==> config.mk <==
export PLATFORM = sky130hd
export DESIGN_NAME = pressure_sensor_temp_compensation_unit
export DESIGN_NICKNAME = d
export VERILOG_FILES = /design/src/hw/rtl/pstc_pkg.sv /design/src/hw/rtl/pressure_sensor_temp_compensation_unit.sv /design/src/hw/rtl/pstc_front.sv /design/src/hw/rtl/pstc_div_stage.sv /design/src/hw/rtl/pstc_back.sv
export SDC_FILE = /design/constraint.sdc
export NUM_CORES = 2
export LEC_CHECK = 0
export CAP_MARGIN = 5
export CORE_UTILIZATION = 60
export CTS_BUF_LIST = sky130_fd_sc_hd__clkbuf_16
export DETAILED_ROUTE_END_ITERATION = 8
export DONT_BUFFER_PORTS = 1
export PLACE_DENSITY_LB_ADDON = 0.2
export SYNTH_ARGS = -nofsm -noshare
export SYNTH_HDL_FRONTEND = slang
export SYNTH_SLANG_ARGS = --single-unit
==> constraint.sdc <==
create_clock -name clk -period 12.52 [get_ports clk]
set_input_delay 0.626 -clock clk [delete_from_list [all_inputs] [get_ports clk]]
set_output_delay 0.626 -clock clk [all_outputs]
set_load 0.02 [all_outputs]
==> src/hw/rtl/pstc_pkg.sv <==
// ----------------------------------------------------------------------------
// pstc_pkg
// Shared widths, calibration register map and payload types for the
// temperature compensation pipeline.
// ----------------------------------------------------------------------------
`default_nettype none

package pstc_pkg;

	// field widths
	localparam int RAW_W  = 16;
	localparam int CAL_W  = 16;
	localparam int DIFF_W = RAW_W + 1;          // raw - ac6
	localparam int PROD_W = 2 * DIFF_W;         // exact product
	localparam int X1_W   = 18;                 // (prod >>> 15) stays within +-2^17
	localparam int DEN_W  = X1_W + 1;           // x1 + md
	localparam int DMAG_W = DEN_W - 1;          // |den| < 2^18
	localparam int NMAG_W = 27;                 // |mc << 11| <= 2^26
	localparam int B5_W   = 28;
	localparam int TEMP_W = 24;

	// constants of the compensation formula
	localparam int SHIFT_X1 = 15;
	localparam int SHIFT_MC = 11;
	localparam int ROUND_C  = 8;
	localparam int SHIFT_T  = 4;

	// divider: quotient bits resolved per stage
	localparam int DIV_BITS_DEF = 3;

	// register port
	localparam int ADDR_W = 4;
	localparam int DATA_W = 32;

	typedef enum logic [1:0] {
		REG_AC5 = 2'd0,
		REG_AC6 = 2'd1,
		REG_MC  = 2'd2,
		REG_MD  = 2'd3
	} reg_idx_t;

	localparam logic [CAL_W-1:0]        RST_AC5 = 16'd32757;
	localparam logic [CAL_W-1:0]        RST_AC6 = 16'd23153;
	localparam logic signed [CAL_W-1:0] RST_MC  = -16'sd8711;
	localparam logic signed [CAL_W-1:0] RST_MD  = 16'sd2868;

	typedef struct packed {
		logic [CAL_W-1:0]        ac5;
		logic [CAL_W-1:0]        ac6;
		logic signed [CAL_W-1:0] mc;
		logic signed [CAL_W-1:0] md;
	} cal_t;

	// item as it travels through the divider
	typedef struct packed {
		logic [NMAG_W-1:0]       dq;   // dividend bits out at the top, quotient bits in below
		logic [DMAG_W-1:0]       rem;
		logic [DMAG_W-1:0]       dsr;
		logic                    neg;
		logic                    err;
		logic signed [X1_W-1:0]  x1;
	} div_pl_t;

endpackage

`default_nettype wire

==> src/hw/rtl/pressure_sensor_temp_compensation_unit.sv <==
// ----------------------------------------------------------------------------
// pressure_sensor_temp_compensation_unit
// Barometric-sensor temperature compensation: raw reading in, temperature in
// tenths of a degree and b5 out, with calibration held in four APB registers.
//
//   channel  | signals                                  | dir
//   ---------+------------------------------------------+-----
//   input    | in_valid, in_ready, raw_temp             | in
//   result   | out_valid, out_ready, temp_tenths,       | out
//            | b5_term, div_error                       |
//   config   | psel, penable, pwrite, paddr, pwdata,    | in
//            | prdata, pready                           |
//
// One item per cycle while out_ready is high. The pipelined divider resolves
// DIV_BITS quotient bits in each of its stages.
// arst_n clears every valid bit and loads the calibration defaults.
// With out_ready low the result holds and earlier stages keep filling empty
// slots; in_ready drops only once every stage holds an item.
// ----------------------------------------------------------------------------
`default_nettype none

module pressure_sensor_temp_compensation_unit
	import pstc_pkg::*;
#(
	parameter int DIV_BITS = DIV_BITS_DEF
)
(
	input  wire logic                clk,
	input  wire logic                arst_n,
	input  wire logic                in_valid,
	output logic                     in_ready,
	input  wire logic [RAW_W-1:0]    raw_temp,
	output logic                     out_valid,
	input  wire logic                out_ready,
	output logic signed [TEMP_W-1:0] temp_tenths,
	output logic signed [B5_W-1:0]   b5_term,
	output logic                     div_error,
	input  wire logic                psel,
	input  wire logic                penable,
	input  wire logic                pwrite,
	input  wire logic [ADDR_W-1:0]   paddr,
	input  wire logic [DATA_W-1:0]   pwdata,
	output logic [DATA_W-1:0]        prdata,
	output logic                     pready
);

	localparam int NSTG = (NMAG_W + DIV_BITS - 1) / DIV_BITS;

	cal_t     cal_q;
	reg_idx_t idx;
	logic     wr_en;

	logic    dv_valid [NSTG+1];
	logic    dv_ready [NSTG+1];
	div_pl_t dv_pl    [NSTG+1];

	// ---------------- calibration registers ----------------
	assign pready = 1'b1;
	assign idx    = reg_idx_t'(paddr[ADDR_W-1:2]);
	assign wr_en  = psel & penable & pwrite & pready;

	always_ff @(posedge clk or negedge arst_n) begin
		if (!arst_n) begin
			cal_q.ac5 <= RST_AC5;
			cal_q.ac6 <= RST_AC6;
			cal_q.mc  <= RST_MC;
			cal_q.md  <= RST_MD;
		end else if (wr_en) begin
			unique case (idx)
				REG_AC5: cal_q.ac5 <= pwdata[CAL_W-1:0];
				REG_AC6: cal_q.ac6 <= pwdata[CAL_W-1:0];
				REG_MC:  cal_q.mc  <= $signed(pwdata[CAL_W-1:0]);
				REG_MD:  cal_q.md  <= $signed(pwdata[CAL_W-1:0]);
			endcase
		end
	end

	always_comb begin
		unique case (idx)
			REG_AC5: prdata = DATA_W'(cal_q.ac5);
			REG_AC6: prdata = DATA_W'(cal_q.ac6);
			REG_MC:  prdata = DATA_W'({1'b0, cal_q.mc});
			REG_MD:  prdata = DATA_W'({1'b0, cal_q.md});
		endcase
	end

	// ---------------- datapath ----------------
	pstc_front u_front (
		.clk       (clk),
		.arst_n    (arst_n),
		.cal       (cal_q),
		.in_valid  (in_valid),
		.in_ready  (in_ready),
		.raw_temp  (raw_temp),
		.out_valid (dv_valid[0]),
		.out_ready (dv_ready[0]),
		.out_pl    (dv_pl[0])
	);

	for (genvar k = 0; k < NSTG; k++) begin : g_div
		pstc_div_stage #(
			.DIV_BITS (DIV_BITS),
			.STAGE    (k)
		) u_stage (
			.clk       (clk),
			.arst_n    (arst_n),
			.in_valid  (dv_valid[k]),
			.in_ready  (dv_ready[k]),
			.in_pl     (dv_pl[k]),
			.out_valid (dv_valid[k+1]),
			.out_ready (dv_ready[k+1]),
			.out_pl    (dv_pl[k+1])
		);
	end

	pstc_back u_back (
		.clk         (clk),
		.arst_n      (arst_n),
		.in_valid    (dv_valid[NSTG]),
		.in_ready    (dv_ready[NSTG]),
		.in_pl       (dv_pl[NSTG]),
		.out_valid   (out_valid),
		.out_ready   (out_ready),
		.temp_tenths (temp_tenths),
		.b5_term     (b5_term),
		.div_error   (div_error)
	);

`ifndef SYNTH
	// input side stalls only when the whole pipe is full behind a held result
	a_stall_only_when_full: assert property (@(posedge clk) disable iff (!arst_n)
		!in_ready |-> out_valid && !out_ready)
		else $error("input stalled with room in the pipeline");

	a_error_zero: assert property (@(posedge clk) disable iff (!arst_n)
		out_valid && div_error |-> temp_tenths == '0 && b5_term == '0)
		else $error("zero-divisor result not cleared");

	// temperature is b5 divided by sixteen, rounded
	a_temp_from_b5: assert property (@(posedge clk) disable iff (!arst_n)
		out_valid && !div_error |->
			temp_tenths == TEMP_W'((b5_term + B5_W'(ROUND_C)) >>> SHIFT_T))
		else $error("temperature inconsistent with b5");
`endif

endmodule

`default_nettype wire

==> src/hw/rtl/pstc_front.sv <==
// ----------------------------------------------------------------------------
// pstc_front
// Front end: raw offset, calibration product, x1 and divisor, then the
// magnitudes and sign that the divider works on. Four register stages.
// ----------------------------------------------------------------------------
`default_nettype none

module pstc_front
	import pstc_pkg::*;
(
	input  wire logic             clk,
	input  wire logic             arst_n,
	input  wire cal_t             cal,
	input  wire logic             in_valid,
	output logic                  in_ready,
	input  wire logic [RAW_W-1:0] raw_temp,
	output logic                  out_valid,
	input  wire logic             out_ready,
	output div_pl_t               out_pl
);

	logic v_s1, v_s2, v_s3, v_s4;
	logic rdy1, rdy2, rdy3, rdy4;

	logic signed [DIFF_W-1:0] diff_s1;
	logic signed [PROD_W-1:0] prod_s2;
	logic signed [X1_W-1:0]   x1_s3;
	logic signed [DEN_W-1:0]  den_s3;
	div_pl_t                  pl_s4;

	logic signed [DIFF_W-1:0] diff_d;
	logic signed [DIFF_W-1:0] ac5_sx;
	logic signed [PROD_W-1:0] prod_d;
	logic signed [X1_W-1:0]   x1_d;
	logic signed [DEN_W-1:0]  den_d;
	logic signed [NMAG_W-1:0] num_d;
	logic [NMAG_W-1:0]        nmag_d;
	logic [DEN_W-1:0]         dneg_d;
	div_pl_t                  pl_d;

	// a slot takes a new item when empty or when its own item moves on
	assign rdy4     = ~v_s4 | out_ready;
	assign rdy3     = ~v_s3 | rdy4;
	assign rdy2     = ~v_s2 | rdy3;
	assign rdy1     = ~v_s1 | rdy2;
	assign in_ready = rdy1;

	assign diff_d = $signed({1'b0, raw_temp}) - $signed({1'b0, cal.ac6});
	assign ac5_sx = $signed({1'b0, cal.ac5});
	assign prod_d = diff_s1 * ac5_sx;

	assign x1_d  = prod_s2[SHIFT_X1 +: X1_W];
	assign den_d = DEN_W'(x1_d) + DEN_W'(cal.md);

	always_comb begin
		num_d       = NMAG_W'(cal.mc) <<< SHIFT_MC;
		nmag_d      = num_d[NMAG_W-1] ? NMAG_W'(-num_d) : NMAG_W'(num_d);
		dneg_d      = DEN_W'(-den_s3);
		pl_d.dq     = nmag_d;
		pl_d.rem    = '0;
		pl_d.dsr    = den_s3[DEN_W-1] ? dneg_d[DMAG_W-1:0] : den_s3[DMAG_W-1:0];
		pl_d.neg    = num_d[NMAG_W-1] ^ den_s3[DEN_W-1];
		pl_d.err    = (den_s3 == '0);
		pl_d.x1     = x1_s3;
	end

	always_ff @(posedge clk or negedge arst_n) begin
		if (!arst_n) begin
			v_s1 <= 1'b0;
			v_s2 <= 1'b0;
			v_s3 <= 1'b0;
			v_s4 <= 1'b0;
		end else begin
			if (rdy1) v_s1 <= in_valid;
			if (rdy2) v_s2 <= v_s1;
			if (rdy3) v_s3 <= v_s2;
			if (rdy4) v_s4 <= v_s3;
		end
	end

	always_ff @(posedge clk) begin
		if (rdy1 && in_valid) diff_s1 <= diff_d;
		if (rdy2 && v_s1)     prod_s2 <= prod_d;
		if (rdy3 && v_s2) begin
			x1_s3  <= x1_d;
			den_s3 <= den_d;
		end
		if (rdy4 && v_s3)     pl_s4 <= pl_d;
	end

	assign out_valid = v_s4;
	assign out_pl    = pl_s4;

endmodule

`default_nettype wire

==> src/hw/rtl/pstc_div_stage.sv <==
// ----------------------------------------------------------------------------
// pstc_div_stage
// One stage of the unsigned restoring divider: resolves DIV_BITS quotient
// bits, then registers the item.
// ----------------------------------------------------------------------------
`default_nettype none

module pstc_div_stage
	import pstc_pkg::*;
#(
	parameter int DIV_BITS = DIV_BITS_DEF,
	parameter int STAGE    = 0
)
(
	input  wire logic    clk,
	input  wire logic    arst_n,
	input  wire logic    in_valid,
	output logic         in_ready,
	input  wire div_pl_t in_pl,
	output logic         out_valid,
	input  wire logic    out_ready,
	output div_pl_t      out_pl
);

	localparam int NSTG = (NMAG_W + DIV_BITS - 1) / DIV_BITS;
	localparam int PAD  = NSTG * DIV_BITS - NMAG_W;

	logic    vld_q;
	div_pl_t pl_q;
	div_pl_t pl_d;
	logic [DMAG_W:0] rem_w;

	assign in_ready = ~vld_q | out_ready;

	always_comb begin
		pl_d  = in_pl;
		rem_w = '0;
		for (int j = 0; j < DIV_BITS; j++) begin
			// leading steps past the padded top of the dividend do nothing
			if (STAGE * DIV_BITS + j >= PAD) begin
				rem_w   = {pl_d.rem, pl_d.dq[NMAG_W-1]};
				pl_d.dq = {pl_d.dq[NMAG_W-2:0], 1'b0};
				if (rem_w >= {1'b0, pl_d.dsr}) begin
					rem_w      = rem_w - {1'b0, pl_d.dsr};
					pl_d.dq[0] = 1'b1;
				end
				pl_d.rem = rem_w[DMAG_W-1:0];
			end
		end
	end

	always_ff @(posedge clk or negedge arst_n) begin
		if (!arst_n) begin
			vld_q <= 1'b0;
		end else if (in_ready) begin
			vld_q <= in_valid;
		end
	end

	always_ff @(posedge clk) begin
		if (in_ready && in_valid) pl_q <= pl_d;
	end

	assign out_valid = vld_q;
	assign out_pl    = pl_q;

`ifndef SYNTH
	// partial remainder never reaches the divisor on a live item
	a_rem_below_dsr: assert property (@(posedge clk) disable iff (!arst_n)
		vld_q && !pl_q.err |-> pl_q.rem < pl_q.dsr)
		else $error("divider remainder not below divisor");
`endif

endmodule

`default_nettype wire

==> src/hw/rtl/pstc_back.sv <==
// ----------------------------------------------------------------------------
// pstc_back
// Back end: signs the quotient, adds x1 to form b5, rounds to tenths and
// holds the result in the output register. Three register stages.
// ----------------------------------------------------------------------------
`default_nettype none

module pstc_back
	import pstc_pkg::*;
(
	input  wire logic                clk,
	input  wire logic                arst_n,
	input  wire logic                in_valid,
	output logic                     in_ready,
	input  wire div_pl_t             in_pl,
	output logic                     out_valid,
	input  wire logic                out_ready,
	output logic signed [TEMP_W-1:0] temp_tenths,
	output logic signed [B5_W-1:0]   b5_term,
	output logic                     div_error
);

	logic v_s1, v_s2, v_s3;
	logic rdy1, rdy2, rdy3;

	logic signed [B5_W-1:0]   x2_s1;
	logic signed [X1_W-1:0]   x1_s1;
	logic                     err_s1;
	logic signed [B5_W-1:0]   b5_s2;
	logic                     err_s2;
	logic signed [TEMP_W-1:0] temp_s3;
	logic signed [B5_W-1:0]   b5_s3;
	logic                     err_s3;

	logic signed [B5_W-1:0] q_d;
	logic signed [B5_W-1:0] sum_d;

	assign rdy3     = ~v_s3 | out_ready;
	assign rdy2     = ~v_s2 | rdy3;
	assign rdy1     = ~v_s1 | rdy2;
	assign in_ready = rdy1;

	assign q_d   = $signed({1'b0, in_pl.dq});
	assign sum_d = b5_s2 + B5_W'(ROUND_C);

	always_ff @(posedge clk or negedge arst_n) begin
		if (!arst_n) begin
			v_s1 <= 1'b0;
			v_s2 <= 1'b0;
			v_s3 <= 1'b0;
		end else begin
			if (rdy1) v_s1 <= in_valid;
			if (rdy2) v_s2 <= v_s1;
			if (rdy3) v_s3 <= v_s2;
		end
	end

	always_ff @(posedge clk) begin
		if (rdy1 && in_valid) begin
			x2_s1  <= in_pl.neg ? -q_d : q_d;
			x1_s1  <= in_pl.x1;
			err_s1 <= in_pl.err;
		end
		if (rdy2 && v_s1) begin
			b5_s2  <= x2_s1 + B5_W'(x1_s1);
			err_s2 <= err_s1;
		end
		if (rdy3 && v_s2) begin
			// zero divisor: report zeros
			temp_s3 <= err_s2 ? '0 : sum_d[SHIFT_T +: TEMP_W];
			b5_s3   <= err_s2 ? '0 : b5_s2;
			err_s3  <= err_s2;
		end
	end

	assign out_valid   = v_s3;
	assign temp_tenths = temp_s3;
	assign b5_term     = b5_s3;
	assign div_error   = err_s3;

endmodule

`default_nettype wire
==> flow_summary_export.csv <==
group,metric,value,unit
outcome,status,"completed",
routing,dr.first_iter.drc_count,2981,
critical_path,timing.critical_path.arrival,10.61,ns
critical_path,crit-reg2reg-capture,"g_div[3].u_stage.out_pl[44]$_DFFE_PP_",
critical_path,worstPathBufferInverterCount,4,
sta,timing.final.crit_period,10.18,ns
sta,timing_max_transition_violations_final,0,
cts,cts_buffers,100,
routing,route.detailed.vias_per_inst,5.92,
yosys,cell_count_after_synthesis,6429,
grt,grt_pass1_vias,47600,
critical_path,crit_family,"compound AO/OA/AOI/OAI gates",
routing,post-route-drc-count,0,
critical_path,critical_path.reg2reg.startpoint,"g_div[2].u_stage.out_pl[21]$_DFFE_PP_",
layout,insertedDiodeCount,0,
critical_path,r2r_cells,32,
sta,transition_time_at_the_pin_with_the_least_slew_margin,1.12,ns
critical_path,reg2reg_setup_slack,2.34,ns
routing,drt_pre_antenna_iters,5,
routing,wl_per_cell,19.7,um
min_path,hold_path_startpoint,"pwdata[1]",
sta,final-setup-viol-count,0,
floorplanning,die_area,118000,sq um
grt,global_route_wire_length_before_repair,253000,um
grt,overflow_left_after_global_routing,0,
yosys,synthFlopType,"sky130_fd_sc_hd__edfxtp_1",
floorplanning,fp.dieW,344,um
yosys,synth_largest_type_area_fraction,38.2,%
grt,grt_util_all_layers,27.0,%
critical_path,crit_required,12.95,ns
cts,post_cts.resized_instances,0,
cts,cts_buffer_depth,3,
critical_path,setup.worst_path.start_class,"flip-flop",
routing,vias,47600,
sta,finalHoldViolations,0,
layout,final_layout_size_suffix_gt1_share,9.47,%
min_path,hold_path_end,"cal_q[17]$_DFFE_PN0P_",
critical_path,worstSetupPathType,"reg2reg",
sta,worst_clock_skew,0.0400,ns
yosys,synth_top_area_cell,"sky130_fd_sc_hd__edfxtp_1",
yosys,area_of_the_mapped_netlist,70200,sq um
floorplanning,die_h,344,um
cts,hold_buffers,4,
sta,worst_slew_margin_rel,25.6,%
floorplanning,std_cell_rows,125,
sta,max_freq,98.2,MHz
grt,grt_start_max_net_pins,81,
flow_run,cap_violations,0,
critical_path,timing.critical_path.depth,32,
floorplanning,start_util,60.5,%
yosys,edff_count_synth,893,
routing,antenna_violating_nets_post_route,0,
cts,cts_htree_levels,3,
critical_path,slowest_stage,"sky130_fd_sc_hd__a2111oi_4",
layout,area.growth.synth_to_final,7.09,%
critical_path,timing.critical_path.to_type,"flip-flop",
cts,cts_tree,"done",
sta,fin_setup_tns,0,ns
critical_path,critical_path.max_fanout,22,
yosys,netlist_top_cells_area,"sky130_fd_sc_hd__edfxtp_1, sky130_fd_sc_hd__ha_1, sky130_fd_sc_hd__fa_1, sky130_fd_sc_hd__mux2_2, sky130_fd_sc_hd__xnor2_1",
routing,drt_wl_total,158000,um
yosys,synth_area_per_cell,10.9,sq um
floorplanning,top_level_ports,147,
yosys,synth_sequential_area_ratio,41.1,%
sta,fin_crit_sh,81.3,%
critical_path,slowest_delay,0.93,ns
cts,number_of_setup_buffers_added_after_cts,0,
floorplanning,design.core.area,116000,sq um
cts,path_clk_slew,0.06,ns
yosys,synth.distinct_cells,101,
placed_design,portBuffers,0,
cts,cts_root_buf,"sky130_fd_sc_hd__clkbuf_16",
cts,worstSkewPairLatency,0.71,ns
sta,grt_setup_unrepaired,"no",
yosys,synth_seq_cells,973,
cts,clkSinkCount,973,
layout,num-nets-final,7389,
placed_design,post-dp-hpwl,123000,um
yosys,async_reset_ff_share,8.22,%
grt,number_of_antenna_violations_at_the_first_check_in_global_routing,0,
min_path,min_delay_path_depth,2,
min_path,min-delay-path-class,"in2reg",
yosys,yosysWarningCount,0,
placed_design,gp_congestion,0.917,
-- sequential cells by signal, summed over array words and instances, names as in the netlist, 9 cells and up --
signal,count
cal_q,64
g_div.u_stage.out_pl,638
g_div.u_stage.out_valid,9
u_back.b5_s2,28
u_back.b5_term,28
u_back.temp_tenths,24
u_back.x1_s1,18
u_back.x2_s1,28
u_front.den_s3,19
u_front.diff_s1,17
u_front.out_pl,54
u_front.prod_s2,18
u_front.x1_s3,18
-- area by class of cell --
class / instances / area, sq um
Clock buffer: 101 / 2530
Clock inverter: 89 / 832
Fill cell: 8855 / 41000
Inverter: 673 / 2530
Multi-Input combinational cell: 4648 / 38300
Sequential cell: 973 / 28900
Tap cell: 1524 / 1910
Timing Repair Buffer: 30 / 253
-- cell usage after synthesis, drive strengths merged, types with 85 or more instances --
cell    count
edfxtp    893
inv       670
ha        610
nand2     455
a21oi     414
xnor2     362
nor2      343
mux2      299
fa        294
o21ai     280
a21o      187
and2      157
xor2      140
nor2b     105
clkbuf    101
nand3      88
nor3       85
-- routing by layer --
metal / routed length (um) / up-vias / part of all wire, % / global-route usage, %
met5: 0 / - / 0 / 0
met4: 7250 / 0 / 4.6 / 11.7
met3: 6950 / 299 / 4.4 / 2.84
met2: 77300 / 1222 / 49 / 46.4
met1: 66400 / 23200 / 42 / 34.9
li1: - / 22900 / - / -
-- metrics by stage --
stage	util [%]	instance area [sq um]	hold slack, ns	std cells	setup slack (ns)
6_report	64.7	75200	0.0493	8038	2.34
5_1_grt	64.7	75200	0.0351	8038	1.49
4_1_cts	64.7	75200	0.00612	8038	2.38
3_5_place_dp	61.8	71800	0.332	7844	2.47
3_3_place_gp	61.8	71800	0.332	7844	2.49
2_1_floorplan	-	70300	0.330	6444	3.91
-- cell families after synthesis --
kind of cell | share of synthesized area, %
AND/OR/NAND/NOR | 10.8
AO/OA/AOI/OAI | 12.3
flip-flops | 41.1
adder cells (fa/ha/maj) | 19.2
buffers and inverters | 4.57
XOR/XNOR | 6.26
multiplexers | 5.79
other | 0.0107
-- cells in the final DEF (no fill, tap or decap), drive strengths merged, types with 58 or more instances in the layout --
cell type / count
clkbuf: 101
o21bai: 58
nand3: 88
a21oi: 414
mux2: 299
nor2: 343
inv: 699
o21ai: 280
a21o: 187
nor2b: 105
xor2: 140
nand4: 60
nand2b: 83
xnor2: 362
fa: 294
nand2: 455
and2: 157
nor3: 85
ha: 610
edfxtp: 893
o21a: 69
-- worst max path at each step --
stage                     slack (ns)                             startpoint                               endpoint
after floorplan                 3.91  g_div[0].u_stage.out_pl[21]$_DFFE_PP_  g_div[1].u_stage.out_pl[48]$_DFFE_PP_
after global placement          2.49  g_div[2].u_stage.out_pl[21]$_DFFE_PP_  g_div[3].u_stage.out_pl[44]$_DFFE_PP_
after detailed placement        2.47  g_div[2].u_stage.out_pl[21]$_DFFE_PP_  g_div[3].u_stage.out_pl[44]$_DFFE_PP_
after CTS                       2.38  g_div[2].u_stage.out_pl[21]$_DFFE_PP_  g_div[3].u_stage.out_pl[44]$_DFFE_PP_
after global routing            1.49  g_div[0].u_stage.out_pl[21]$_DFFE_PP_  g_div[1].u_stage.out_pl[49]$_DFFE_PP_
final                           2.34  g_div[2].u_stage.out_pl[21]$_DFFE_PP_  g_div[3].u_stage.out_pl[44]$_DFFE_PP_
-- worst register-to-register path, delay by kind of cell (launching register included) --
family / cells / cell delay (ns)
AO/OA/AOI/OAI: 20 / 5.26
AND/OR/NAND/NOR: 5 / 1.89
buffers and inverters: 4 / 1.31
adder cells (fa/ha/maj): 3 / 0.94
flip-flops: 1 / 0.50
Power is not shown: default switching activity piles up to over one toggle a cycle in this logic, so the estimate is an artifact.
